### config.mk
export PLATFORM = sky130hd
export DESIGN_NAME = ysub_cfg
export DESIGN_NICKNAME = d
export VERILOG_FILES = /design/src/hw/rtl/ysub_pkg.sv /design/src/hw/rtl/ysub_cfg.sv
export SDC_FILE = /design/constraint.sdc
export NUM_CORES = 1
export LEC_CHECK = 0
export BUFFER_PORTS_ARGS = -buffer_cell sky130_fd_sc_hd__buf_2
export CORE_MARGIN = 3
export CORE_UTILIZATION = 43
export CTS_CLUSTER_SIZE = 16
export DETAILED_ROUTE_END_ITERATION = 8
export HOLD_SLACK_MARGIN = 0.08
export PLACE_DENSITY_LB_ADDON = 0.2
export SETUP_SLACK_MARGIN = 0.2
export SYNTH_ARGS = -nofsm -noshare
export SYNTH_HDL_FRONTEND = slang
export SYNTH_SLANG_ARGS = --single-unit
export TNS_END_PERCENT = 100
### constraint.sdc
create_clock -name clk -period 1.05 [get_ports clk]
set_input_delay 0.0525 -clock clk [delete_from_list [all_inputs] [get_ports clk]]
set_output_delay 0.0525 -clock clk [all_outputs]
set_load 0.01 [all_outputs]
### src/hw/rtl/ysub_pkg.sv
// Package for the 4:4:4 to 4:2:0 chroma subsampler.
// Holds sizes, codes and the structs shared by the ysub_* modules; no dependencies.
`default_nettype none

package ysub_pkg;

  // Frame geometry
  localparam int unsigned MAX_WIDTH  = 4096;
  localparam int unsigned MAX_HEIGHT = 4096;
  localparam int unsigned LINE_DEPTH = MAX_WIDTH / 2;
  localparam int unsigned LINE_AW    = $clog2(LINE_DEPTH);
  localparam int unsigned POS_W      = 12;  // row and column counters
  localparam int unsigned DIM_W      = 13;  // width and height registers
  localparam int unsigned SUM_W      = 9;   // sum of two 8-bit samples
  localparam int unsigned PAIR_W     = 2 * SUM_W;

  localparam logic [DIM_W-1:0] WIDTH_MIN   = DIM_W'(2);
  localparam logic [DIM_W-1:0] WIDTH_MAX   = DIM_W'(MAX_WIDTH);
  localparam logic [DIM_W-1:0] HEIGHT_MIN  = DIM_W'(1);
  localparam logic [DIM_W-1:0] HEIGHT_MAX  = DIM_W'(MAX_HEIGHT);
  localparam logic [DIM_W-1:0] WIDTH_RST   = DIM_W'(1920);
  localparam logic [DIM_W-1:0] HEIGHT_RST  = DIM_W'(1080);

  // Configuration register indexes
  localparam int unsigned CFG_AW = 4;
  localparam logic [1:0] REG_LINE_WIDTH    = 2'd0;
  localparam logic [1:0] REG_FRAME_HEIGHT  = 2'd1;
  localparam logic [1:0] REG_CHROMA_LAYOUT = 2'd2;

  // Chroma layouts
  localparam logic LAYOUT_NV12 = 1'b0;
  localparam logic LAYOUT_I420 = 1'b1;

  // Output plane codes
  localparam logic [1:0] PLANE_Y  = 2'd0;
  localparam logic [1:0] PLANE_UV = 2'd1;  // also the U plane in I420
  localparam logic [1:0] PLANE_V  = 2'd2;

  // Emitter step codes
  localparam logic [1:0] STEP_LUMA = 2'd0;
  localparam logic [1:0] STEP_CB   = 2'd1;
  localparam logic [1:0] STEP_CR   = 2'd2;

  // Effective configuration seen by the datapath
  typedef struct packed {
    logic [DIM_W-1:0] eff_w;
    logic [DIM_W-1:0] eff_h;
    logic             layout;
  } cfg_t;

  // One pixel after the front stage
  typedef struct packed {
    logic [POS_W-1:0] row;
    logic [POS_W-1:0] col;
    logic [7:0]       luma;
    logic [SUM_W-1:0] cbs;
    logic [SUM_W-1:0] crs;
    logic             chroma;  // completes a 2x2 block
    logic             layout;
  } item_t;

endpackage

`default_nettype wire

### src/hw/rtl/ysub_cfg.sv
// APB register file: line width, frame height, chroma layout, and their clamped values.
// Depends on ysub_pkg.
`default_nettype none

module ysub_cfg
  import ysub_pkg::*;
(
  input  wire logic              clk,
  input  wire logic              rst_n,
  input  wire logic              psel,
  input  wire logic              penable,
  input  wire logic              pwrite,
  input  wire logic [CFG_AW-1:0] paddr,
  input  wire logic [31:0]       pwdata,
  output logic [31:0]            prdata,
  output logic                   pready,
  output cfg_t                   cfg
);

  logic [DIM_W-1:0] width_r;
  logic [DIM_W-1:0] height_r;
  logic             layout_r;
  logic [1:0]       reg_idx;
  logic             wr_en;
  logic [DIM_W-1:0] w_clamp;
  logic [DIM_W-1:0] h_clamp;

  assign pready  = 1'b1;
  assign reg_idx = paddr[3:2];
  assign wr_en   = psel & penable & pwrite;

  // Register writes
  always_ff @(posedge clk) begin
    if (!rst_n) begin
      width_r  <= WIDTH_RST;
      height_r <= HEIGHT_RST;
      layout_r <= LAYOUT_NV12;
    end else if (wr_en) begin
      case (reg_idx)
        REG_LINE_WIDTH:    width_r  <= pwdata[DIM_W-1:0];
        REG_FRAME_HEIGHT:  height_r <= pwdata[DIM_W-1:0];
        REG_CHROMA_LAYOUT: layout_r <= pwdata[0];
        default: ;
      endcase
    end
  end

  // Read back
  always_comb begin
    case (reg_idx)
      REG_LINE_WIDTH:    prdata = {{(32-DIM_W){1'b0}}, width_r};
      REG_FRAME_HEIGHT:  prdata = {{(32-DIM_W){1'b0}}, height_r};
      REG_CHROMA_LAYOUT: prdata = {31'd0, layout_r};
      default:           prdata = 32'd0;
    endcase
  end

  // Clamp to the supported range; width is forced even
  always_comb begin
    w_clamp = width_r;
    if (w_clamp < WIDTH_MIN) w_clamp = WIDTH_MIN;
    if (w_clamp > WIDTH_MAX) w_clamp = WIDTH_MAX;
    h_clamp = height_r;
    if (h_clamp < HEIGHT_MIN) h_clamp = HEIGHT_MIN;
    if (h_clamp > HEIGHT_MAX) h_clamp = HEIGHT_MAX;
    cfg.eff_w  = {w_clamp[DIM_W-1:1], 1'b0};
    cfg.eff_h  = h_clamp;
    cfg.layout = layout_r;
  end

endmodule

`default_nettype wire

==> impl_metrics.json <==
{
  "outcome": "finished, violations left",
  "violations": "negative setup slack",
  "first_global_vias": 1511,
  "crit_path_buf_inv_count": 4,
  "tritoncts": "done",
  "floorplan.die_area_um2": 4660,
  "routed_wire_length_per_instance_um": 15.5,
  "worstPathCellList": "buf_4, buf_6, buf_6, mux2i_1, nor2_1, buf_2",
  "worst_ep_arrival_time_ps": 1290,
  "crit_family": "buffers and inverters",
  "ff_latch_area_um2": 579,
  "fin_util_pct": 72.3,
  "dp.cells": 323,
  "totalWireLength_mm": 5.41,
  "die_h_um": 68.3,
  "fin_setup_tns_ps": -3520,
  "hold_path_class": "input port to flip-flop",
  "crit_path_max_fanout": 3,
  "synthesis.area_per_instance_um2": 8.18,
  "drive_above_1_share_pct": 47.2,
  "cts_max_path_buffers": 2,
  "path_common_cell": "buf_6",
  "total_power_mw": 2.14,
  "static-leakage-power_nw": 1.28,
  "clock_tree.root_cell": "clkbuf_8",
  "avgViaCountPerCell": 4.98,
  "critical_path_class": "flip-flop to output port",
  "yosysTopAreaCell": "dfxtp_1",
  "die-width_um": 68.3,
  "syn_inst": 204,
  "cts_sinks": 27,
  "insertedDiodeCount": 0,
  "syn2layout_area_growth_pct": 59.9,
  "worstHoldPathCells": 3,
  "unrepaired_setup_endpoints_after_global_routing": "true",
  "tritoncts.num_buffers": 3,
  "post_synthesis_cell_type_count": 26,
  "worst_slack_ps": -291,
  "worst_slack_at_placement_ps": -11.8,
  "timing.final.setup_violations": 33,
  "final_period_minus_worst_setup_slack_ps": 1340,
  "synth.yosys.warnings": 0,
  "timing.fmax_ghz": 0.746,
  "synth.area.top_cells": "dfxtp_1 32%, mux2i_1 19%, buf_4 9.9%",
  "fin_worst_skew_ps": 0,
  "cts_htree_levels": 1,
  "vias": 1738,
  "ys_seq_elements": 27,
  "track_usage_pct": 20.8,
  "synth.top_cell.area_share_pct": 32.4,
  "grt_start_max_net_pins": 37,
  "cap_violations": 0,
  "nFillCells": 279,
  "worstRegToRegCells": 4,
  "clock_latency_ps": 290,
  "crit_path_max_incr_delay_ps": 340,
  "multi_input_area_um2": 1050,
  "final.period_utilization_pct": 128,
  "drt_drc_violations_left": 0,
  "postRouteAntennaNets": 0,
  "vdd_drop_max_mv": 0.703,
  "synthesis.area_um2": 1670,
  "place.gp.congestion": 0.808,
  "drv_slew": 0,
  "power.density_cell_area_nw_per_um2": 803,
  "startpoint_type": "flip-flop",
  "site_rows": 22,
  "worst-path-stages": 6,
  "port-buffer-count": 58,
  "global_route_wire_length_before_repair_mm": 7.10,
  "first_pass_iters": 4,
  "clk_transition_reported_paths_ps": 100,
  "fin_cells": 349,
  "initial_core_util_pct": 45.2,
  "boundaryPins": 101,
  "yosysSeqAreaShare_pct": 32.4,
  "grt.overflow.total": 0,
  "required_time_of_the_critical_path_ps": 1000,
  "critical-path-slowest-cell": "dfxtp_2",
  "fp.coreArea_um2": 3690,
  "crit_path_end_kind": "output port",
  "dp_hpwl_mm": 3.40,
  "initialDrtViolationCount": 93,
  "layout.nets": 343,
  "timing.final.hold_violations": 0,
  "antenna_found_initial": 0
}
[flip-flops by register name, summed over array words and instances (netlist names)]
register	flops
height_r	13
width_r	13
layout_r	1
[cells by family (layout without fill, tap and decap cells)]
kind of cell | count (synthesis) | count (layout) | share of synthesized area (%)
buffers and inverters | 44 | 122 | 16.0
and+or+nand+nor | 80 | 80 | 24.5
AOI/OAI and AO/OA | 19 | 19 | 7.50
DFF | 27 | 27 | 32.4
other | 2 | 21 | 0.450
muxes | 32 | 32 | 19.2
[tightest hold or removal path: stages]
cell	delay [ps]
buf_2	130
nand2_1	110
mux2i_1	80
[per-layer routing]
layer | GRT usage [%] | vias to the layer above | routed length, um
met5 | 0 | - | 0
met4 | 9.43 | 0 | 102
met3 | 3.12 | 9 | 342
met2 | 36.5 | 82 | 2720
met1 | 24.9 | 814 | 2250
li1 | - | 833 | -
[where the power goes]
part	leakage (nW)	switching, mW	internal (mW)
Combinational	1.03	0.238	0.219
Sequential	0.225	0.0180	1.03
Clock	0.0255	0.369	0.268
[cell usage after synthesis]
library cell and number:
nor2b_1 21, nand3_2 1, nor3b_1 1, clkbuf_1 9, mux2i_1 32, buf_6 2
nand2_1 31, o311ai_1 4, a41oi_1 1, nor2_2 1, nor2_8 1, nand2b_4 1
nor4_1 3, nor3_1 2, conb_1 2, a21oi_1 1, nor2_1 15, o21ai_0 8
nand3_1 1, buf_2 3, o22ai_1 1, dfxtp_1 27, o211ai_1 4, or2_1 2
inv_1 8, buf_4 22
[stage by stage]
step	area, um^2	hold slack [ps]
floorplan	1760	153
global placement	2120	322
detailed placement	2120	323
CTS	2490	122
global route	2670	141
finish	2670	112
[cell usage in the layout (no fill, tap or decap), types with 2 or more instances in the layout]
cell and n:
buf_12 2, buf_2 48, buf_4 12, buf_6 33
clkbuf_8 3, conb_1 21, dfxtp_1 6, dfxtp_2 16
dfxtp_4 5, dlygate4sd3_1 14, inv_1 8, mux2i_1 31
nand2_1 31, nor2_1 15, nor2b_1 13, nor2b_4 8
nor4_2 2, o211ai_1 4, o21ai_0 6, o21ai_2 2
o311ai_1 3, or2_1 2
[layout make-up]
class                      count  share of cell area, %
clock buffer                   3                   1.55
clock inverter                 1                  0.188
inverter                       8                   1.13
multi-input combinational    152                   39.5
sequential                    27                   21.7
tap                           48                   2.25
timing repair buffer         110                   33.6
[final timing paths]
path                                  start           to  slack (ps)
worst max-delay path            height_r[2]    prdata[2]        -290
worst min register to register   width_r[0]   width_r[0]         460
worst min-delay path                  rst_n  height_r[0]         110
worst max register to register  height_r[3]  height_r[3]         140
[timing repair]
item | CTS | global route
resized for setup | 50 | 33
hold buffers | 14 | 0
setup buffers | 5 | 3
pin swaps | 13 | 13
setup endpoints to repair | 38 | 41
hold endpoints to repair | 23 | 0
(Power assumes the default switching activity.)
