**config.mk**
```make
export PLATFORM = sky130hd
export DESIGN_NAME = ysub_emit_flat
export DESIGN_NICKNAME = d
export VERILOG_FILES = /design/src/hw/rtl/ysub_pkg.sv /design/src/hw/rtl/ysub_out_if.sv /design/src/hw/rtl/ysub_emit.sv /design/src/flat_wrapper.sv
export SDC_FILE = /design/constraint.sdc
export NUM_CORES = 1
export LEC_CHECK = 0
export ABC_AREA = 1
export ABC_CLOCK_PERIOD_IN_PS = 3360
export BUFFER_PORTS_ARGS = -buffer_cell sky130_fd_sc_hd__buf_2
export CORE_MARGIN = 10
export CORE_UTILIZATION = 53
export CTS_CLUSTER_SIZE = 30
export DETAILED_ROUTE_END_ITERATION = 12
export MAX_ROUTING_LAYER = met4
export PLACE_DENSITY = 0.83
export SLEW_MARGIN = 10
export SYNTH_ARGS = -nofsm -noshare
export SYNTH_HDL_FRONTEND = slang
export SYNTH_SLANG_ARGS = --single-unit
```
**constraint.sdc**
```tcl
create_clock -name clk -period 3.36 [get_ports clk]
set_input_delay 0.504 -clock clk [delete_from_list [all_inputs] [get_ports clk]]
set_output_delay 0.504 -clock clk [all_outputs]
set_load 0.02 [all_outputs]
```
**src/hw/rtl/ysub_pkg.sv**
```systemverilog
// Package for the 4:4:4 to 4:2:0 chroma subsampler.
// Holds sizes, codes and the structs shared by the ysub_* modules; no dependencies.
`default_nettype none

package ysub_pkg;

  // Frame geometry
  localparam int unsigned MAX_WIDTH  = 4096;
  localparam int unsigned MAX_HEIGHT = 4096;
  localparam int unsigned LINE_DEPTH = MAX_WIDTH / 2;
  localparam int unsigned LINE_AW    = $clog2(LINE_DEPTH);
  localparam int unsigned POS_W      = 12;  // row and column counters
  localparam int unsigned DIM_W      = 13;  // width and height registers
  localparam int unsigned SUM_W      = 9;   // sum of two 8-bit samples
  localparam int unsigned PAIR_W     = 2 * SUM_W;

  localparam logic [DIM_W-1:0] WIDTH_MIN   = DIM_W'(2);
  localparam logic [DIM_W-1:0] WIDTH_MAX   = DIM_W'(MAX_WIDTH);
  localparam logic [DIM_W-1:0] HEIGHT_MIN  = DIM_W'(1);
  localparam logic [DIM_W-1:0] HEIGHT_MAX  = DIM_W'(MAX_HEIGHT);
  localparam logic [DIM_W-1:0] WIDTH_RST   = DIM_W'(1920);
  localparam logic [DIM_W-1:0] HEIGHT_RST  = DIM_W'(1080);

  // Configuration register indexes
  localparam int unsigned CFG_AW = 4;
  localparam logic [1:0] REG_LINE_WIDTH    = 2'd0;
  localparam logic [1:0] REG_FRAME_HEIGHT  = 2'd1;
  localparam logic [1:0] REG_CHROMA_LAYOUT = 2'd2;

  // Chroma layouts
  localparam logic LAYOUT_NV12 = 1'b0;
  localparam logic LAYOUT_I420 = 1'b1;

  // Output plane codes
  localparam logic [1:0] PLANE_Y  = 2'd0;
  localparam logic [1:0] PLANE_UV = 2'd1;  // also the U plane in I420
  localparam logic [1:0] PLANE_V  = 2'd2;

  // Emitter step codes
  localparam logic [1:0] STEP_LUMA = 2'd0;
  localparam logic [1:0] STEP_CB   = 2'd1;
  localparam logic [1:0] STEP_CR   = 2'd2;

  // Effective configuration seen by the datapath
  typedef struct packed {
    logic [DIM_W-1:0] eff_w;
    logic [DIM_W-1:0] eff_h;
    logic             layout;
  } cfg_t;

  // One pixel after the front stage
  typedef struct packed {
    logic [POS_W-1:0] row;
    logic [POS_W-1:0] col;
    logic [7:0]       luma;
    logic [SUM_W-1:0] cbs;
    logic [SUM_W-1:0] crs;
    logic             chroma;  // completes a 2x2 block
    logic             layout;
  } item_t;

endpackage

`default_nettype wire

```
**src/hw/rtl/ysub_out_if.sv**
```systemverilog
// Result request channel: valid/ready with one plane byte and its position.
// No dependencies.
`default_nettype none

interface ysub_out_if;
  logic        valid;
  logic        ready;
  logic [1:0]  plane;
  logic [11:0] out_row;
  logic [11:0] out_column;
  logic [7:0]  sample;
  logic        last;

  modport source (output valid, plane, out_row, out_column, sample, last, input ready);
  modport sink   (input valid, plane, out_row, out_column, sample, last, output ready);
endinterface

`default_nettype wire

```
**src/hw/rtl/ysub_emit.sv**
```systemverilog
// Result emitter: finishes the 2x2 averages and sends luma, then Cb and Cr.
// Depends on ysub_pkg and ysub_out_if.
`default_nettype none

module ysub_emit
  import ysub_pkg::*;
(
  input  wire logic              clk,
  input  wire logic              rst_n,
  input  wire logic              s1_valid,
  input  wire item_t             s1_item,
  input  wire logic [PAIR_W-1:0] ram_rdata,
  output logic                   s1_take,
  ysub_out_if.source             out_res
);

  logic             em_valid_r, em_valid_nxt;
  logic [1:0]       step_r, step_nxt;
  item_t            it_r, it_nxt;
  logic [7:0]       u_r, u_nxt;
  logic [7:0]       v_r, v_nxt;

  logic             fire;
  logic             em_last;
  logic [SUM_W:0]   usum, vsum;
  logic [POS_W-1:0] crow, pair_col;

  assign fire    = out_res.valid && out_res.ready;
  assign em_last = !it_r.chroma || (step_r == STEP_CR);
  assign s1_take = s1_valid && (!em_valid_r || (fire && em_last));

  // Four-sample sums, truncated divide by four
  assign usum = {1'b0, s1_item.cbs} + {1'b0, ram_rdata[SUM_W-1:0]};
  assign vsum = {1'b0, s1_item.crs} + {1'b0, ram_rdata[PAIR_W-1:SUM_W]};

  always_comb begin
    em_valid_nxt = em_valid_r;
    step_nxt     = step_r;
    it_nxt       = it_r;
    u_nxt        = u_r;
    v_nxt        = v_r;
    if (fire) begin
      if (em_last) em_valid_nxt = 1'b0;
      else         step_nxt     = step_r + 2'd1;
    end
    if (s1_take) begin
      em_valid_nxt = 1'b1;
      step_nxt     = STEP_LUMA;
      it_nxt       = s1_item;
      u_nxt        = usum[SUM_W:2];
      v_nxt        = vsum[SUM_W:2];
    end
  end

  always_ff @(posedge clk) begin
    if (!rst_n) begin
      em_valid_r <= 1'b0;
      step_r     <= STEP_LUMA;
    end else begin
      em_valid_r <= em_valid_nxt;
      step_r     <= step_nxt;
    end
  end

  always_ff @(posedge clk) begin
    it_r <= it_nxt;
    u_r  <= u_nxt;
    v_r  <= v_nxt;
  end

  // Result select
  assign crow     = {1'b0, it_r.row[POS_W-1:1]};
  assign pair_col = {1'b0, it_r.col[POS_W-1:1]};
  assign out_res.valid = em_valid_r;

  always_comb begin
    case (step_r)
      STEP_CB: begin
        out_res.plane      = PLANE_UV;
        out_res.out_row    = crow;
        out_res.out_column = (it_r.layout == LAYOUT_I420) ? pair_col
                                                         : {it_r.col[POS_W-1:1], 1'b0};
        out_res.sample     = u_r;
        out_res.last       = 1'b0;
      end
      STEP_CR: begin
        out_res.plane      = (it_r.layout == LAYOUT_I420) ? PLANE_V : PLANE_UV;
        out_res.out_row    = crow;
        out_res.out_column = (it_r.layout == LAYOUT_I420) ? pair_col : it_r.col;
        out_res.sample     = v_r;
        out_res.last       = 1'b1;
      end
      default: begin
        out_res.plane      = PLANE_Y;
        out_res.out_row    = it_r.row;
        out_res.out_column = it_r.col;
        out_res.sample     = it_r.luma;
        out_res.last       = !it_r.chroma;
      end
    endcase
  end

endmodule

`default_nettype wire

```
**src/flat_wrapper.sv**
```systemverilog
// flat-port wrapper written by rule: the top's interface ports become plain ports
module ysub_emit_flat import ysub_pkg::*;
  (clk, rst_n, s1_valid, s1_item, ram_rdata, s1_take, out_res_valid, out_res_plane, out_res_out_row, out_res_out_column, out_res_sample, out_res_last, out_res_ready);
  ysub_out_if out_res_i ();
  input  wire logic clk;
  input  wire logic rst_n;
  input  wire logic s1_valid;
  input  wire item_t s1_item;
  input  wire logic [PAIR_W-1:0] ram_rdata;
  output logic s1_take;
  output wire logic [$bits(out_res_i.valid)-1:0] out_res_valid;
  output wire logic [$bits(out_res_i.plane)-1:0] out_res_plane;
  output wire logic [$bits(out_res_i.out_row)-1:0] out_res_out_row;
  output wire logic [$bits(out_res_i.out_column)-1:0] out_res_out_column;
  output wire logic [$bits(out_res_i.sample)-1:0] out_res_sample;
  output wire logic [$bits(out_res_i.last)-1:0] out_res_last;
  input wire logic [$bits(out_res_i.ready)-1:0] out_res_ready;
  assign out_res_valid = out_res_i.valid;
  assign out_res_plane = out_res_i.plane;
  assign out_res_out_row = out_res_i.out_row;
  assign out_res_out_column = out_res_i.out_column;
  assign out_res_sample = out_res_i.sample;
  assign out_res_last = out_res_i.last;
  assign out_res_i.ready = out_res_ready;
  ysub_emit u_core (.clk(clk), .rst_n(rst_n), .s1_valid(s1_valid), .s1_item(s1_item), .ram_rdata(ram_rdata), .s1_take(s1_take), .out_res(out_res_i));
endmodule
```
==> flow_summary.toml, run 1 <==
[floorplan]
die_h_um = 95.0
num_rows = 27
io_pins = 111
die_w_um = 95.0
dieArea_um2 = 9020
start_util = 0.544
coreArea_um2 = 5470

[critical_path]
rr_startpoint = "u_core.step_r[0]"
ff2ff_path_depth = 7
cp-startpoint = "u_core.step_r[0]"
crit_required_ns = 2.86
worst_r2r_endpoint = "u_core.it_r[25]"
setup.worst_path.class = "reg2out"
crit_fanout = 14
arrival_ns = 2.10
crit_end = "out_res_out_column[9]"
r2r_setup_slack_ns = 1.31
critPathLaunchType = "register"
end_kind = "output pin"

[pwr]
p_sw_w = 0.000409
p_leak_nw = 1.87
p_per_area_nw_per_um2 = 422
ir_drop_uv = 233
pwr-share-comb = 0.202
p_int_w = 0.00115
seqPwrFrac = 0.516
power_w = 0.00156
clockPowerShare = 0.282
swShare = 0.263

[cts]
cts_tree = "yes"
cts.hold.buffers_added = 0
clock-root-buffer = "clkbuf_8"
clkTransAtPathRegs_ns = 0.09
ctsLongestPathBuffers = 2
clkLatencyLatePin_ns = 0.30
ctsResizeCount = 0
htreeDepth = 2
numCtsBuffers = 5
cts.sinks = 53
post_cts_buffers = 0

[drt]
wl_per_cell_um = 13.3
dr_total_vias = 2572
drtIter0Drc = 110
dr.pass1.iters = 4
wirelength_mm = 7.03
drc_errors = 0
vias_per_cell = 4.86
final_antenna_net_count = 0

[synth]
yosys-top-cells-count = "113 x nand2_1, 51 x inv_1, 50 x edfxtp_1"
synthArstFlopShare = 0
yosys_warnings = 0
synth_top_cell_area_share = 0.504
ys_types = 22
synth_area_um2 = 2980
synth.ff_latch_count = 53
syn_nets = 436
synth_cells = 344
post-synth-top-area-cell = "edfxtp_1"
ys.flop_type = "edfxtp_1"
yosysSeqAreaShare = 0.524
synth_edf_count = 50
synth_area_leaders = "edfxtp_1 50%, nand2_1 14%, ha_1 7.6%, inv_1 6.4%, o21ai_0 4.0%"
avgSynthCellArea_um2 = 8.66
synth_most_common_cell = "nand2_1"

[finish]
area_growth_pct = 24.0
post_route_cells_drive_above_1_share = 0.278
nNetsFinal = 548
finalInstanceArea_um2 = 3690
antennaDiodeCount = 0
final_core_util = 0.675

[sta]
fmax_ghz = 0.384
rsz0062_at_grt = "false"
slew_violations = 0
worstMarginPinSlew_ns = 0.481
hold_viol = 0
report.final.setup_viol = 0
finalSetupTns_ns = 0
relSlewSlack = 0.679
finalWorstPathRequiredPeriod_ns = 2.60
skew_ns = 0.00807
finalCritPeriodShare = 0.775

[global_route]
grt_busiest_layer = "met2"
grt_pass1_vias = 2617
antenna_found_initial = 0
met2_usage = 0.278
grt_max_degree = 31
use_met1 = 0.180
grt_usage = 0.158
grt_pass1_wl_mm = 11.3
grt-ovfl-total = 0
gr-usage-met3 = 0.0293

[place]
placed_cell_area_um2 = 3580
dpl.hpwl_mm = 5.73
place.gp.congestion = 0.925
place.port_buffers = 110

[flow_run]
drv_cap = 0

[run_status]
status = "finished clean"

[hold_path]
hp-class = "in2reg"
hp-start = "s1_item[47]"
worst max-delay path, cell delays in order (launching register included):
cell and delay, ns:
dfxtp_1 0.36, inv_1 0.06, ha_1 0.55, inv_2 0.20
nand2_2 0.20, o21ai_1 0.10, a21oi_1 0.13, buf_2 0.19
stage by stage:
step | setup WS [ns] | instances | hold slack (ns)
floorplan | 0.973 | 344 | 0.453
global placement | 1.18 | 521 | 0.470
detailed placement | 1.08 | 521 | 0.485
CTS | 0.736 | 529 | 0.360
global route | 0.563 | 529 | 0.356
finish | 0.756 | 529 | 0.371
cells by family after synthesis:
kind of cell / Yosys count / share of synthesized area
AO/OA/AOI/OAI: 40 / 0.0706
XOR/XNOR: 6 / 0.0176
adder cells (fa/ha/maj): 18 / 0.0756
buffers and inverters: 60 / 0.0857
flip-flops: 53 / 0.524
AND/OR/NAND/NOR: 167 / 0.226
state kept, by name (all words and copies together), names as in the netlist:
| register | count |
|---|---|
| u_core.it_r | 23 |
| u_core.crow | 11 |
| u_core.u_r | 8 |
| u_core.v_r | 8 |
| u_core.step_r | 2 |
| u_core.out_res.valid | 1 |
power groups by stage:
stage | Clock, W | Sequential [W] | Combinational [W]
after detailed placement | 0 | 0.000820 | 0.000315
after CTS | 0.000450 | 0.000805 | 0.000317
final | 0.000440 | 0.000805 | 0.000314
after floorplan | 0 | 0.000817 | 0.000202
after global placement | 0 | 0.000819 | 0.000305
after global routing | 0.000474 | 0.000810 | 0.000356
cell type report:
class / instances / area [um^2]
Fill cell: 485 / 1780
Clock inverter: 1 / 30.0
Clock buffer: 7 / 86.3
Timing Repair Buffer: 112 / 566
Tap cell: 72 / 90.1
Sequential cell: 53 / 1560
Inverter: 53 / 199
Multi-Input combinational cell: 231 / 1160
how the worst min path moves through the flow:
stage | end | slack, ns | cells after the start
after floorplan | u_core.step_r[1] | 0.45 | 2
after global placement | u_core.step_r[0] | 0.47 | 2
after detailed placement | u_core.step_r[0] | 0.49 | 2
after CTS | u_core.crow[6] | 0.36 | 1
after global routing | u_core.crow[6] | 0.36 | 1
final | u_core.crow[6] | 0.37 | 1
cell usage in the layout, fill, tap and decap left out, drive strengths merged:
cell,n
clkbuf,7
inv,53
ha,18
o21bai,1
edfxtp,50
nand3,20
dfxtp,3
xor2,6
nand3b,1
a21oi,11
nor3,2
bufinv,1
o21ai,27
nor2,30
o31ai,1
nand2,114
buf,112
per-layer routing:
metal | vias to the layer above | wire length (um)
met1 | 1135 | 2980
li1 | 1334 | -
met4 | 0 | 68
met2 | 96 | 3450
met5 | - | 0
met3 | 7 | 525
Note: power is estimated with default switching activity, not from simulation.
==> run 2: changes to the inputs <==
--- a/config.mk
+++ b/config.mk
@@ -5,15 +5,15 @@
 export SDC_FILE = /design/constraint.sdc
 export NUM_CORES = 1
 export LEC_CHECK = 0
-export ABC_AREA = 1
-export ABC_CLOCK_PERIOD_IN_PS = 3360
+export ABC_AREA = 0
+export ABC_CLOCK_PERIOD_IN_PS = 2400
 export BUFFER_PORTS_ARGS = -buffer_cell sky130_fd_sc_hd__buf_2
 export CORE_MARGIN = 10
-export CORE_UTILIZATION = 53
+export CORE_UTILIZATION = 49
 export CTS_CLUSTER_SIZE = 30
 export DETAILED_ROUTE_END_ITERATION = 12
 export MAX_ROUTING_LAYER = met4
-export PLACE_DENSITY = 0.83
+export PLACE_DENSITY = 0.78
 export SLEW_MARGIN = 10
 export SYNTH_ARGS = -nofsm -noshare
 export SYNTH_HDL_FRONTEND = slang
==> constraint.sdc (replaced) <==
create_clock -name clk -period 2.4 [get_ports clk]
set_input_delay 0.36 -clock clk [delete_from_list [all_inputs] [get_ports clk]]
set_output_delay 0.36 -clock clk [all_outputs]
set_load 0.02 [all_outputs]
==> run 2 against run 1 <==
Net effect: hold slack got worse by 0.14 ns; synthesized area fell by 3.4%; critical path type unchanged; sequential cell count unchanged; wire length down 1.9%; largest cell class unchanged; clock skew down 0.0050 ns.
==> flow_summary.toml, run 2 <==
[run_status]
status = "finished clean"

[cts]
clkLatencyLatePin_ns = 0.29
clkTransAtPathRegs_ns = 0.09
numCtsBuffers = 5
cts.hold.buffers_added = 0
cts.sinks = 53
htreeDepth = 2
post_cts_buffers = 0
clock-root-buffer = "clkbuf_8"
ctsLongestPathBuffers = 2
ctsResizeCount = 0
cts_tree = "yes"

[critical_path]
path_cells = "inv_1, ha_2, buf_6, mux2_2, buf_2"
critPathLaunchType = "register"
cpPeakStageDelay_ns = 0.40
crit_required_ns = 2.04
slowest_stage = "ha_2"
end_kind = "output pin"
crit_fanout = 25
arrival_ns = 1.87
crit_buf_inv = 3
path_delay_family = "buffers and inverters"
setup.worst_path.class = "reg2out"

[place]
place.port_buffers = 110
dpl.hpwl_mm = 5.61
dp_cells = 430
place.gp.congestion = 0.872

[synth]
synth_cells = 250
synth_area_leaders = "edfxtp_1 52%, ha_1 7.8%, nand2_1 4.7%, mux2_2 4.3%, a21oi_1 3.3%"
syn_nets = 342
synthArstFlopShare = 0
synth_mux_area_frac = 0.0465
ys.flop_type = "edfxtp_1"
post-synth-top-area-cell = "edfxtp_1"
synth_most_common_cell = "edfxtp_1"
ys_types = 42
synth_compound_area_frac = 0.145
synth.ff_latch_count = 53
yosysSeqAreaShare = 0.543
synth_adder_area_share = 0.0783
yosys_warnings = 0
synthXorXnorAreaFrac = 0.0396
synth_area_um2 = 2880
synth_edf_count = 50
yosys.area_share.simple = 0.120
synth_top_family_by_area = "compound AO/OA/AOI/OAI gates"
yosys-top-cells-count = "50 x edfxtp_1, 36 x nand2_1, 19 x a21oi_1"
synth_top_cell_area_share = 0.522
avgSynthCellArea_um2 = 11.5

[global_route]
antenna_found_initial = 0
grt_pass1_wl_mm = 11.4
grt_usage = 0.146
grt_pass1_vias = 2417
grt_max_degree = 38
grt-ovfl-total = 0

[pwr]
power_w = 0.00208
seqPwrFrac = 0.545
clockPowerShare = 0.225
swShare = 0.272
ir_drop_uv = 290
pwr-share-comb = 0.230
p_sw_w = 0.000566
p_int_w = 0.00151
p_leak_nw = 1.58
p_per_area_nw_per_um2 = 571

[drt]
dr.pass1.iters = 4
vias_per_cell = 5.39
wl_per_cell_um = 15.7
dr_total_vias = 2360
wirelength_mm = 6.89
drtIter0Drc = 110
drc_errors = 0
final_antenna_net_count = 0

[finish]
nNetsFinal = 457
antennaDiodeCount = 0
fillers = 476
mostFrequentLayoutCells = "110 x buf_2, 50 x edfxtp_1, 36 x nand2_1, 19 x a21oi_1, 17 x ha_1"
area_growth_pct = 26.5
final_common_cell = "buf_2"
post_route_cells_drive_above_1_share = 0.385
top_register = "u_core.it_r"
largest_reg_flops = 23
finalNonFillerCells = 438

[floorplan]
coreArea_um2 = 5610
die_w_um = 96.6
start_util = 0.513
io_pins = 111
die_h_um = 96.6
dieArea_um2 = 9340
num_rows = 27

[sta]
rsz0062_at_grt = "false"
hold_viol = 0
report.final.setup_viol = 0
finalWorstPathRequiredPeriod_ns = 2.23
finalCritPeriodShare = 0.929
fmax_ghz = 0.448
slew_violations = 0
worstMarginPinSlew_ns = 0.516
skew_ns = 0.00309
finalSetupTns_ns = 0
relSlewSlack = 0.656

[hold_path]
hp-class = "in2reg"

[flow_run]
drv_cap = 0
[run 2: cells by family (layout without fill, tap and decap cells)]
group                      after synthesis  in the layout
muxes                                   12             12
AOI/OAI and AO/OA                       62             62
and+or+nand+nor                         75             75
buffers and inverters                   17            133
DFF                                     53             53
adders and majority gates               18             18
xor gates and xnor gates                13             13
[run 2: worst register-to-register path: cells and delay by family, from the launching register on]
family	cells	cell delay (ns)
flip-flops	1	0.37
adder cells (fa/ha/maj)	1	0.25
buffers and inverters	2	0.26
AND/OR/NAND/NOR	2	0.27
AO/OA/AOI/OAI	1	0.33
[run 2: worst paths after layout]
check,endpoint,slack (ns),from,cells past startpoint
max reg2reg,u_core.crow[9],0.66,u_core.step_r[0],6
min reg2reg,u_core.step_r[1],0.54,u_core.step_r[1],2
max,out_res_out_row[10],0.17,u_core.step_r[0],5
min,u_core.it_r[25],0.23,s1_item[25],1
[run 2: final cells by class]
class / instances / area (um^2) / share of cell area
flip-flops and latches: 53 / 1560 / 0.429
multi-input cells: 180 / 1260 / 0.346
repair buffers: 116 / 612 / 0.168
well taps: 72 / 90.1 / 0.0248
clock buffers: 6 / 72.6 / 0.0199
inverters: 9 / 33.8 / 0.00928
clock inverters: 2 / 10.0 / 0.00275
[run 2: power groups by stage]
stage	logic, W	registers [W]	clock network [W]
floorplan	0.000308	0.00115	0
global placement	0.000465	0.00115	0
detailed placement	0.000476	0.00115	0
CTS	0.000479	0.00113	0.000477
global route	0.000533	0.00114	0.000523
finish	0.000479	0.00113	0.000467
[run 2: through the flow]
stage | setup slack [ns] | hold WS [ns] | utilization | area, um^2
after floorplan | 0.305 | 0.459 | - | 2880
after global placement | 0.476 | 0.509 | 0.631 | 3540
after detailed placement | 0.405 | 0.517 | 0.631 | 3540
after CTS | 0.101 | 0.225 | 0.646 | 3620
after global routing | 0.0395 | 0.214 | 0.649 | 3640
final | 0.170 | 0.234 | 0.649 | 3640
[run 2: layer usage]
layer	global-route usage	up-vias	share of wire
met5	-	-	0
met4	0.0203	0	0.0045
met3	0.0341	5	0.056
met2	0.234	108	0.48
met1	0.188	1085	0.46
li1	-	1162	-
