## config.mk

```make
export PLATFORM = sky130hd
export DESIGN_NAME = ysub_front_flat
export DESIGN_NICKNAME = d
export VERILOG_FILES = /design/src/hw/rtl/ysub_pkg.sv /design/src/hw/rtl/ysub_in_if.sv /design/src/hw/rtl/ysub_front.sv /design/src/flat_wrapper.sv
export SDC_FILE = /design/constraint.sdc
export NUM_CORES = 1
export LEC_CHECK = 0
export ABC_AREA = 0
export BUFFER_PORTS_ARGS = -buffer_cell sky130_fd_sc_hd__buf_2
export CORE_AREA = 2 2 110 219
export DETAILED_ROUTE_END_ITERATION = 7
export DIE_AREA = 0 0 112 221
export SYNTH_ARGS = -nofsm -noshare
export SYNTH_HDL_FRONTEND = slang
export SYNTH_SLANG_ARGS = --single-unit
```

## constraint.sdc

```tcl
create_clock -name clk -period 16.4 [get_ports clk]
set_input_delay 0.82 -clock clk [delete_from_list [all_inputs] [get_ports clk]]
set_output_delay 0.82 -clock clk [all_outputs]
set_load 0.02 [all_outputs]
```

## src/hw/rtl/ysub_pkg.sv

```systemverilog
// Package for the 4:4:4 to 4:2:0 chroma subsampler.
// Holds sizes, codes and the structs shared by the ysub_* modules; no dependencies.
`default_nettype none

package ysub_pkg;

  // Frame geometry
  localparam int unsigned MAX_WIDTH  = 4096;
  localparam int unsigned MAX_HEIGHT = 4096;
  localparam int unsigned LINE_DEPTH = MAX_WIDTH / 2;
  localparam int unsigned LINE_AW    = $clog2(LINE_DEPTH);
  localparam int unsigned POS_W      = 12;  // row and column counters
  localparam int unsigned DIM_W      = 13;  // width and height registers
  localparam int unsigned SUM_W      = 9;   // sum of two 8-bit samples
  localparam int unsigned PAIR_W     = 2 * SUM_W;

  localparam logic [DIM_W-1:0] WIDTH_MIN   = DIM_W'(2);
  localparam logic [DIM_W-1:0] WIDTH_MAX   = DIM_W'(MAX_WIDTH);
  localparam logic [DIM_W-1:0] HEIGHT_MIN  = DIM_W'(1);
  localparam logic [DIM_W-1:0] HEIGHT_MAX  = DIM_W'(MAX_HEIGHT);
  localparam logic [DIM_W-1:0] WIDTH_RST   = DIM_W'(1920);
  localparam logic [DIM_W-1:0] HEIGHT_RST  = DIM_W'(1080);

  // Configuration register indexes
  localparam int unsigned CFG_AW = 4;
  localparam logic [1:0] REG_LINE_WIDTH    = 2'd0;
  localparam logic [1:0] REG_FRAME_HEIGHT  = 2'd1;
  localparam logic [1:0] REG_CHROMA_LAYOUT = 2'd2;

  // Chroma layouts
  localparam logic LAYOUT_NV12 = 1'b0;
  localparam logic LAYOUT_I420 = 1'b1;

  // Output plane codes
  localparam logic [1:0] PLANE_Y  = 2'd0;
  localparam logic [1:0] PLANE_UV = 2'd1;  // also the U plane in I420
  localparam logic [1:0] PLANE_V  = 2'd2;

  // Emitter step codes
  localparam logic [1:0] STEP_LUMA = 2'd0;
  localparam logic [1:0] STEP_CB   = 2'd1;
  localparam logic [1:0] STEP_CR   = 2'd2;

  // Effective configuration seen by the datapath
  typedef struct packed {
    logic [DIM_W-1:0] eff_w;
    logic [DIM_W-1:0] eff_h;
    logic             layout;
  } cfg_t;

  // One pixel after the front stage
  typedef struct packed {
    logic [POS_W-1:0] row;
    logic [POS_W-1:0] col;
    logic [7:0]       luma;
    logic [SUM_W-1:0] cbs;
    logic [SUM_W-1:0] crs;
    logic             chroma;  // completes a 2x2 block
    logic             layout;
  } item_t;

endpackage

`default_nettype wire

```

## src/hw/rtl/ysub_in_if.sv

```systemverilog
// Pixel request channel: valid/ready with the three packed 4:4:4 bytes.
// No dependencies.
`default_nettype none

interface ysub_in_if;
  logic       valid;
  logic       ready;
  logic [7:0] cb_in;
  logic [7:0] luma_in;
  logic [7:0] cr_in;

  modport source (output valid, cb_in, luma_in, cr_in, input ready);
  modport sink   (input valid, cb_in, luma_in, cr_in, output ready);
endinterface

`default_nettype wire

```

## src/hw/rtl/ysub_front.sv

```systemverilog
// Front stage: row/column counters, held even-column chroma, line store access.
// Depends on ysub_pkg and ysub_in_if; drives ysub_line_ram.
`default_nettype none

module ysub_front
  import ysub_pkg::*;
(
  input  wire logic        clk,
  input  wire logic        rst_n,
  input  wire cfg_t        cfg,
  ysub_in_if.sink          in_px,
  // line store port
  output logic             ram_wr_en,
  output logic             ram_rd_en,
  output logic [LINE_AW-1:0] ram_addr,
  output logic [PAIR_W-1:0]  ram_wdata,
  // to the emitter
  output logic             s1_valid,
  output item_t            s1_item,
  input  wire logic        s1_take
);

  logic [POS_W-1:0] col_r, col_nxt;
  logic [POS_W-1:0] row_r, row_nxt;
  logic [15:0]      held_r, held_nxt;
  logic             s1_valid_r, s1_valid_nxt;
  item_t            s1_item_r, s1_item_nxt;

  logic             accept;
  logic [DIM_W-1:0] w_last, h_last;
  logic [POS_W-1:0] col_c, row_c;
  logic [DIM_W-1:0] col_inc, row_inc;
  logic [SUM_W-1:0] cbs, crs;

  assign in_px.ready = !s1_valid_r || s1_take;
  assign accept      = in_px.valid && in_px.ready;
  assign s1_valid    = s1_valid_r;
  assign s1_item     = s1_item_r;

  // Position of this pixel, pulled inside a shrunken frame
  always_comb begin
    w_last  = cfg.eff_w - DIM_W'(1);
    h_last  = cfg.eff_h - DIM_W'(1);
    col_c   = ({1'b0, col_r} >= cfg.eff_w) ? w_last[POS_W-1:0] : col_r;
    row_c   = ({1'b0, row_r} >= cfg.eff_h) ? h_last[POS_W-1:0] : row_r;
    col_inc = {1'b0, col_c} + DIM_W'(1);
    row_inc = {1'b0, row_c} + DIM_W'(1);
    cbs     = {1'b0, held_r[7:0]}  + {1'b0, in_px.cb_in};
    crs     = {1'b0, held_r[15:8]} + {1'b0, in_px.cr_in};
  end

  // Line store: even rows write the pair sums, odd rows read them back.
  // Both happen only on the odd column, never in the same cycle.
  assign ram_addr  = col_c[POS_W-1:1];
  assign ram_wdata = {crs, cbs};
  assign ram_wr_en = accept && col_c[0] && !row_c[0];
  assign ram_rd_en = accept && col_c[0] && row_c[0];

  // Next state
  always_comb begin
    col_nxt      = col_r;
    row_nxt      = row_r;
    held_nxt     = held_r;
    s1_item_nxt  = s1_item_r;
    s1_valid_nxt = s1_valid_r;
    if (s1_take) s1_valid_nxt = 1'b0;
    if (accept) begin
      s1_valid_nxt = 1'b1;
      if (!col_c[0]) held_nxt = {in_px.cr_in, in_px.cb_in};
      if (col_inc >= cfg.eff_w) begin
        col_nxt = '0;
        row_nxt = (row_inc >= cfg.eff_h) ? '0 : row_inc[POS_W-1:0];
      end else begin
        col_nxt = col_inc[POS_W-1:0];
      end
      s1_item_nxt.row    = row_c;
      s1_item_nxt.col    = col_c;
      s1_item_nxt.luma   = in_px.luma_in;
      s1_item_nxt.cbs    = cbs;
      s1_item_nxt.crs    = crs;
      s1_item_nxt.chroma = col_c[0] && row_c[0];
      s1_item_nxt.layout = cfg.layout;
    end
  end

  always_ff @(posedge clk) begin
    if (!rst_n) begin
      col_r      <= '0;
      row_r      <= '0;
      held_r     <= '0;
      s1_valid_r <= 1'b0;
    end else begin
      col_r      <= col_nxt;
      row_r      <= row_nxt;
      held_r     <= held_nxt;
      s1_valid_r <= s1_valid_nxt;
    end
  end

  // Payload stage, no reset
  always_ff @(posedge clk) begin
    s1_item_r <= s1_item_nxt;
  end

endmodule

`default_nettype wire

```

## src/flat_wrapper.sv

```systemverilog
// flat-port wrapper written by rule: the top's interface ports become plain ports
module ysub_front_flat import ysub_pkg::*;
  (clk, rst_n, cfg, ram_wr_en, ram_rd_en, ram_addr, ram_wdata, s1_valid, s1_item, s1_take, in_px_valid, in_px_cb_in, in_px_luma_in, in_px_cr_in, in_px_ready);
  ysub_in_if in_px_i ();
  input  wire logic clk;
  input  wire logic rst_n;
  input  wire cfg_t cfg;
  output logic ram_wr_en;
  output logic ram_rd_en;
  output logic [LINE_AW-1:0] ram_addr;
  output logic [PAIR_W-1:0] ram_wdata;
  output logic s1_valid;
  output item_t s1_item;
  input  wire logic s1_take;
  input wire logic [$bits(in_px_i.valid)-1:0] in_px_valid;
  input wire logic [$bits(in_px_i.cb_in)-1:0] in_px_cb_in;
  input wire logic [$bits(in_px_i.luma_in)-1:0] in_px_luma_in;
  input wire logic [$bits(in_px_i.cr_in)-1:0] in_px_cr_in;
  output wire logic [$bits(in_px_i.ready)-1:0] in_px_ready;
  assign in_px_i.valid = in_px_valid;
  assign in_px_i.cb_in = in_px_cb_in;
  assign in_px_i.luma_in = in_px_luma_in;
  assign in_px_i.cr_in = in_px_cr_in;
  assign in_px_ready = in_px_i.ready;
  ysub_front u_core (.clk(clk), .rst_n(rst_n), .cfg(cfg), .in_px(in_px_i), .ram_wr_en(ram_wr_en), .ram_rd_en(ram_rd_en), .ram_addr(ram_addr), .ram_wdata(ram_wdata), .s1_valid(s1_valid), .s1_item(s1_item), .s1_take(s1_take));
endmodule
```

==> impl_results.md, run 1 <==
* CTS tree: done
* Die Height at 221 µm
* Skew-Pair Late Insertion Delay at 0.36 ns
* Mapped cell area at 6820 µm²
* Top-count cell post-synth: ha_1
* Via/cell ratio at between 5 and 6
* Warnings, synthesis at 0
* Remaining antenna violation count at 0
* Setup violators final at 0
* DRT Pass-1 Iters at 4
* Max Buffers Root-to-Sink at 2
* # hold bufs at CTS at 0
* Fin crit share at 39.9%
* Clk_skew at 0.00885 ns
* Area contributors post-synth: edfxtp_1, ha_1, dfxtp_1, xnor2_1, mux2i_1
* Vias in the first global route at 5832
* Synth top area share at between 20% and 30%
* Max VDD drop at 0.0000983 V
* CP required at between 15 and 20 ns
* R2R Path Start: u_core.col_r[3]$_SDFFE_PN0P_
* Fmax at 153 MHz
* Final Core Density at 34.6%
* Final wirelength at 19500 µm
* # clock sinks at 93
* Max FO, Critical Path at 29
* Die ar. at 24800 µm²
* Outcome: finished clean
* Core area at 23100 µm²
* Detail Placement HPWL at 15500 µm
* Gr ovfl total at 0
* Distinct cell type count after synthesis at 73
* Area delta synth->final at 17.5%
* Leak at 3.62 nW
* Rel. slew slack at between 40 and 50%
* Worst Hold Class: flop to flop
* Seq cells post-synth at between 90 and 100
* Worst-margin pin slew at 0.894 ns
* Area of the multi-input gates at 4030 µm²
* Hold_sp: u_core.held_r[7]$_SDFFE_PN0P_
* Row Count at 79
* EDFF count, synth at 52
* Seq. cell area at 2380 µm²
* Leading cell types by count after synthesis: ha_1, inv_1, edfxtp_1
* RSZ-0062 raised after global routing: no
* Iteration-0 DRC Markers at 257
* Top FF cell, synth: edfxtp_1
* Source of the critical timing path: cfg[17]
* IO Pins at 140
* Minimum clock period at 6.55 ns
* Number of CTS-inserted buffers at 9
* Max_cap viols at 0
* Cells after Synth at 720
* Total negative slack at 0 ns
* CP endpoint kind: flop
* Placed cell areas at 7700 µm²
* WP data arrival at 6.85 ns
* Largest net degree at the start of global routing at 53
* Sequential element share of the synthesized area at 34.9%
* CP Launch Type: primary input
* Vias at a little under 6k
* Crit path kind: primary input to flop
* CTS root buf: clkbuf_16
* Cell area after layout at 8010 µm²
* Final Max Tran Viols at 0
* GP Congestion at 0.885
* Initial Utilization at approximately 29%
* Post-CTS sizing at 0
* DRC errors left at 0
* Port Buffers at ~140
* Pwr Total at 0.000608 W
* Cell taking the most area after synthesis: edfxtp_1
* Final nets at a little under 1k
* Global-route wire length before repair at 30400 µm
* Clk slew on worst S/H paths at around 0.070 ns
* Share of layout cells above drive strength 1 at 21.5%
* Gr usage total at 15.8%
* Post-CTS setup buffer count at 0
* WL per Instance at approximately 17 µm
* Die Width at 112 µm
* Layout fillers at 2460
* Initial antenna violation count at 2
* Syn_area_per_cell at 9.48 µm²
* Syn_nets at 847
* PD cells at 75.8 nW/µm²
* Async S/R FF share, synth at 0%
* Hold Violations, Final at 0
* H-tree levels at 3
## critical path, stage by stage
cell and delay [ns]:
buf_2 0.21, inv_1 0.09, ha_1 0.33, a21oi_1 0.13, a21boi_0 0.09, o31ai_1 0.53
and2_1 0.38, buf_4 0.36, nand2_1 0.09, o21ai_0 0.16, ha_1 0.35, o211ai_1 0.15
a22oi_1 0.39, o211ai_1 0.17, xnor2_1 0.17, mux2i_1 0.13, ha_1 0.33, nand3_1 0.10
nor2_1 0.10, o21ai_0 0.11, o31ai_1 0.75, nand4_1 0.40, o31ai_1 0.31, a22o_1 0.16
## flip-flops by register name, summed over array words and instances (netlist names)
register         flops
u_core.row_r        12
u_core.s1_valid      1
u_core.s1_item      52
u_core.col_r        12
u_core.held_r       16
## power by group
group / leakage, nW / internal [W] / switching, W
Combinational: 2.63 / 0.0000428 / 0.0000783
Clock: 0.144 / 0.000120 / 0.000101
Sequential: 0.849 / 0.000261 / 0.00000417
## layout make-up
class / count / share of cell area (%)
Multi-Input combinational cell: 533 / 50.3
Sequential cell: 93 / 29.7
Clock inverter: 7 / 0.984
Antenna cell: 2 / 0.0625
Clock buffer: 9 / 2.81
Inverter: 57 / 2.67
Tap cell: 283 / 4.42
Timing Repair Buffer: 143 / 9.06
## placed cells by master, fill, tap and decap left out, types with 29 or more instances in the layout
cell / instances
nand2_1: 43
ha_1: 70
xnor2_1: 41
o21ai_0: 29
edfxtp_1: 52
nor2_1: 37
buf_2: 139
inv_1: 56
a21oi_1: 37
dfxtp_1: 41
## through the flow
step / std cells / hold slack (ns) / setup slack, ns
after floorplan: 720 / 0.468 / 10.33
after global placement: 1109 / 0.501 / 9.77
after detailed placement: 1109 / 0.510 / 9.49
after CTS: 1125 / 0.530 / 9.86
after global routing: 1127 / 0.556 / 9.26
final: 1127 / 0.524 / 9.85
## cell families (layout without fill, tap and decap cells)
family / count (synthesis) / in the layout / synth area share (%)
buffers and inverters: 94 / 216 / 6.14
AND/OR/NAND/NOR: 202 / 202 / 15.7
flip-flops: 93 / 93 / 34.9
multiplexers: 28 / 28 / 4.20
adder cells (fa/ha/maj): 72 / 72 / 13.4
XOR/XNOR: 64 / 64 / 8.33
other: 0 / 2 / 0
AO/OA/AOI/OAI: 167 / 167 / 17.3
## metal layers
layer | wire [µm] | vias up | global-route usage (%)
li1 | - | 2843 | -
met5 | 0 | - | 0
met1 | 6500 | 2757 | 14.3
met4 | 1290 | 0 | 11.3
met2 | 11200 | 135 | 31.1
met3 | 465 | 62 | 2.05
## worst paths after layout
check,endpoint,slack (ns),cells past startpoint
worst min register to register,u_core.held_r[7]$_SDFFE_PN0P_,0.52,2
worst max register to register,u_core.row_r[7]$_SDFFE_PN0P_,10.10,22
worst max-delay path,u_core.row_r[7]$_SDFFE_PN0P_,9.85,24
worst min-delay path,u_core.held_r[7]$_SDFFE_PN0P_,0.52,2
(Power assumes the default switching activity.)
==> run 2: changes to the inputs <==
--- a/config.mk
+++ b/config.mk
@@ -5,11 +5,11 @@
 export SDC_FILE = /design/constraint.sdc
 export NUM_CORES = 1
 export LEC_CHECK = 0
-export ABC_AREA = 0
+export ABC_AREA = 1
 export BUFFER_PORTS_ARGS = -buffer_cell sky130_fd_sc_hd__buf_2
-export CORE_AREA = 2 2 110 219
+export CORE_AREA = 2 2 110 218
 export DETAILED_ROUTE_END_ITERATION = 7
-export DIE_AREA = 0 0 112 221
+export DIE_AREA = 0 0 112 220
 export SYNTH_ARGS = -nofsm -noshare
 export SYNTH_HDL_FRONTEND = slang
 export SYNTH_SLANG_ARGS = --single-unit
==> constraint.sdc (replaced) <==
create_clock -name clk -period 6.8 [get_ports clk]
set_input_delay 0.34 -clock clk [delete_from_list [all_inputs] [get_ports clk]]
set_output_delay 0.34 -clock clk [all_outputs]
set_load 0.02 [all_outputs]
==> run 2 against run 1 <==
Effect of this change: sequential share of layout area grew 0.31 points; sequential cell count is the same; design area shrank 1.0%; power grew 150%; area after synthesis shrank 1.1%; worst hold slack lost 0.36 ns; non-clock buffer count shrank 1; global-route usage grew 0.36 points; largest cell class unchanged; highest routed layer unchanged.
==> impl_results.md, run 2 <==
* Worst-margin pin slew at 0.965 ns (+0.0716 ns)
* Row Count at 79 (unchanged)
* Minimum clock period at 5.22 ns
* Max FO, Critical Path at 17 (-41%)
* Hold Violations, Final at 0 (unchanged)
* Setup crit end: u_core.row_r[8]$_SDFFE_PN0P_
* Share of layout cells above drive strength 1 at 24.2% (+2.7 points)
* Placed cell areas at 7610 µm² (-1.2%)
* Source of the critical timing path: u_core.col_r[4]$_SDFFE_PN0P_
* Hold_ws at 0.160 ns (-0.364 ns)
* Largest net degree at the start of global routing at 55 (+3.8%)
* Crit path kind: flop to flop
* Post-CTS sizing at 0 (unchanged)
* Worst Hold Class: primary input to flop
* # diodes at 0 (-2)
* DRT Pass-1 Iters at 5 (+1)
* Die ar. at 24600 µm² (-0.45%)
* Worst r2r path cells at 22 (unchanged)
* # hold bufs at CTS at 0 (unchanged)
* WP data arrival at 5.49 ns (-1.36 ns)
* Seq cells post-synth at 93 (unchanged)
* Number of CTS-inserted buffers at 9 (unchanged)
* Cells after Synth at 840 (+17%)
* R2R Path Start: u_core.col_r[4]$_SDFFE_PN0P_
* CP required at 7.07 ns (-9.63 ns)
* Vias in the first global route at 5927 (+1.6%)
* H-tree levels at 3 (unchanged)
* Clk_skew at 0.00942 ns (+0.000574 ns)
* DRC errors left at 0 (unchanged)
* Global-route wire length before repair at 30700 µm (+1.2%)
* Gr ovfl total at 0 (unchanged)
* IO Pins at 140 (unchanged)
* Fin crit share at between 70% and 80%
* Cell taking the most area after synthesis: edfxtp_1
* CTS tree: done
* Outcome: finished clean
* Synth top area share at 23.1% (+0.26 points)
* Syn_nets at 967 (+14%)
* Detail Placement HPWL at 16300 µm (+5.6%)
* Total negative slack at 0 ns (unchanged)
* Post-CTS setup buffer count at 0 (unchanged)
* Skew-Pair Late Insertion Delay at 0.35 ns (about the same)
* Int Pwr at 0.00103 W (+140%)
* Final wirelength at 20000 µm (+2.7%)
* Reg2reg setup slack at 1.58 ns (-8.52 ns)
* Sw frac at 31.4% (+1.1 points)
* Top FF cell, synth: edfxtp_1
* Iteration-0 DRC Markers at 251 (-2.3%)
* Vias at 5916 (+2.1%)
* Leak at 3.88 nW (+7.2%)
* Syn_area_per_cell at 8.03 µm² (-15%)
* # clock sinks at 93 (unchanged)
* Via/cell ratio at 4.72 (-8.2%)
* RR Endpoint: u_core.row_r[8]$_SDFFE_PN0P_
* EDFF count, synth at 52 (unchanged)
* Layout fillers at 2488 (+1.1%)
* Sequential power share at 43.2% (-0.4 points)
* Leading cell types by count after synthesis: nand2_1, inv_1, nor2_1
* Setup violators final at 0 (unchanged)
* PD cells at 190 nW/µm² (+150%)
* Port Buffers at 139 (unchanged)
* Top-count cell post-synth: nand2_1
* Commonest non-fill, non-tap cell in the layout: nand2_1
* Final nets at 1092 (+13%)
* Clk network pwr share at 36.0% (-0.5 points)
* Max reg flops at 52 (unchanged)
* WL per Instance at 16.0 µm (-7.6%)
* Distinct cell type count after synthesis at 44 (-40%)
* Die Width at 112 µm (unchanged)
* Area delta synth->final at 17.6%
* Initial antenna violation count at 0 (-2)
* Sequential element share of the synthesized area at 35.3% (+0.40 points)
* Die Height at 220 µm (-0.45%)
* Seq. cell area at 2380 µm² (unchanged)
* CP Launch Type: flop
* Max Buffers Root-to-Sink at 2 (unchanged)
* Most frequent cells in the layout: nand2_1, buf_2, inv_1
* Core area at 23100 µm² (unchanged)
* Comb power frac at 20.7% (+0.8 points)
* RSZ-0062 raised after global routing: no
* Initial Utilization at 29.2% (-0.34 points)
* Cell area after layout at 7930 µm² (-1.0%)
* Area of the multi-input gates at 3720 µm² (-7.7%)
* Area contributors post-synth: edfxtp_1, ha_1, dfxtp_1, nand2_1, inv_1
* Clk slew on worst S/H paths at 0.07 ns (about the same)
* Max_cap viols at 0 (unchanged)
* Fmax at between 150 and 200 MHz
* Mapped cell area at 6750 µm² (-1.1%)
* Max VDD drop at 0.000178 V (+81%)
* Gr usage total at 16.1% (+0.36 points)
* Rel. slew slack at 35.4% (-5.0 points)
* Warnings, synthesis at 0 (unchanged)
* Final Max Tran Viols at 0 (unchanged)
* Remaining antenna violation count at 0 (unchanged)
* CTS root buf: clkbuf_16
* CP endpoint kind: flop
* Switching Power at 0.000472 W (+160%)
* Async S/R FF share, synth at 0% (unchanged)
* GP Congestion at 0.926 (+4.7%)
-- run 2: worst min path at each step --
stage,from,to,slack [ns],cells past startpoint
after floorplan,cfg[0],u_core.s1_item[0]$_DFFE_PP_,0.44,0
after global placement,u_core.col_r[6]$_SDFFE_PN0P_,u_core.col_r[6]$_SDFFE_PN0P_,0.47,2
after detailed placement,u_core.col_r[6]$_SDFFE_PN0P_,u_core.col_r[6]$_SDFFE_PN0P_,0.48,2
after CTS,in_px_luma_in[2],u_core.s1_item[22]$_DFFE_PP_,0.14,1
after global routing,in_px_luma_in[2],u_core.s1_item[22]$_DFFE_PP_,0.15,1
final,in_px_luma_in[2],u_core.s1_item[22]$_DFFE_PP_,0.16,1
-- run 2: critical path, stage by stage, from the launching register on --
cell and delay [ns]:
dfxtp_1 0.40, ha_1 0.28, nand2_1 0.11, inv_1 0.06, nand2_1 0.06, nand3_1 0.07
nand2_1 0.32, nand3_4 0.29, o21a_4 0.33, inv_2 0.12, ha_1 0.22, nand3_2 0.15
nor2_4 0.19, nand3_1 0.15, and2_1 0.19, ha_1 0.29, a21oi_1 0.06, o21ai_0 0.24
o21bai_1 0.22, nand2_1 0.34, nor2_1 0.73, nand3_1 0.16, a21oi_1 0.15
-- run 2: layout make-up --
| cell class | instances | share of cell area, % |
|---|---|---|
| clock buffers | 9 | 2.84 |
| clock inverters | 7 | 1.15 |
| inverters | 118 | 5.58 |
| multi-input cells | 601 | 46.9 |
| flip-flops and latches | 93 | 30.0 |
| well taps | 283 | 4.46 |
| repair buffers | 142 | 9.06 |
-- run 2: routing by layer --
layer	global-route usage (%)	vias to the layer above	part of all wire (%)
li1	-	3003	-
met1	16.0	2746	36
met2	32.2	130	57
met3	2.23	37	3.1
met4	7.97	0	3.8
met5	0	-	0
-- run 2: power groups by stage --
stage	clock (W)	combinational, W	sequential, W
2_1_floorplan	0	0.000164	0.000697
3_3_place_gp	0	0.000313	0.000662
3_5_place_dp	0	0.000315	0.000663
4_1_cts	0.000560	0.000316	0.000651
5_1_grt	0.000583	0.000344	0.000654
6_report	0.000541	0.000312	0.000650
-- run 2: logic make-up (layout without fill, tap and decap cells) --
family | count (synthesis) | count (layout) | synth area share, %
AND/OR/NAND/NOR | 390 | 390 | 28.5
buffers and inverters | 146 | 276 | 9.57
AO/OA/AOI/OAI | 105 | 105 | 8.55
flip-flops | 93 | 93 | 35.3
adder cells (fa/ha/maj) | 72 | 72 | 13.6
XOR/XNOR | 34 | 34 | 4.53
-- run 2: through the flow --
stage | instances | total power [W] | worst slack [ns] | util [%]
after floorplan | 840 | 0.000861 | 3.06 | -
after global placement | 1237 | 0.000975 | 1.58 | 32.9
after detailed placement | 1237 | 0.000979 | 1.38 | 32.9
after CTS | 1253 | 0.00153 | 1.56 | 34.3
after global routing | 1253 | 0.00158 | 1.03 | 34.3
final | 1253 | 0.00150 | 1.58 | 34.3
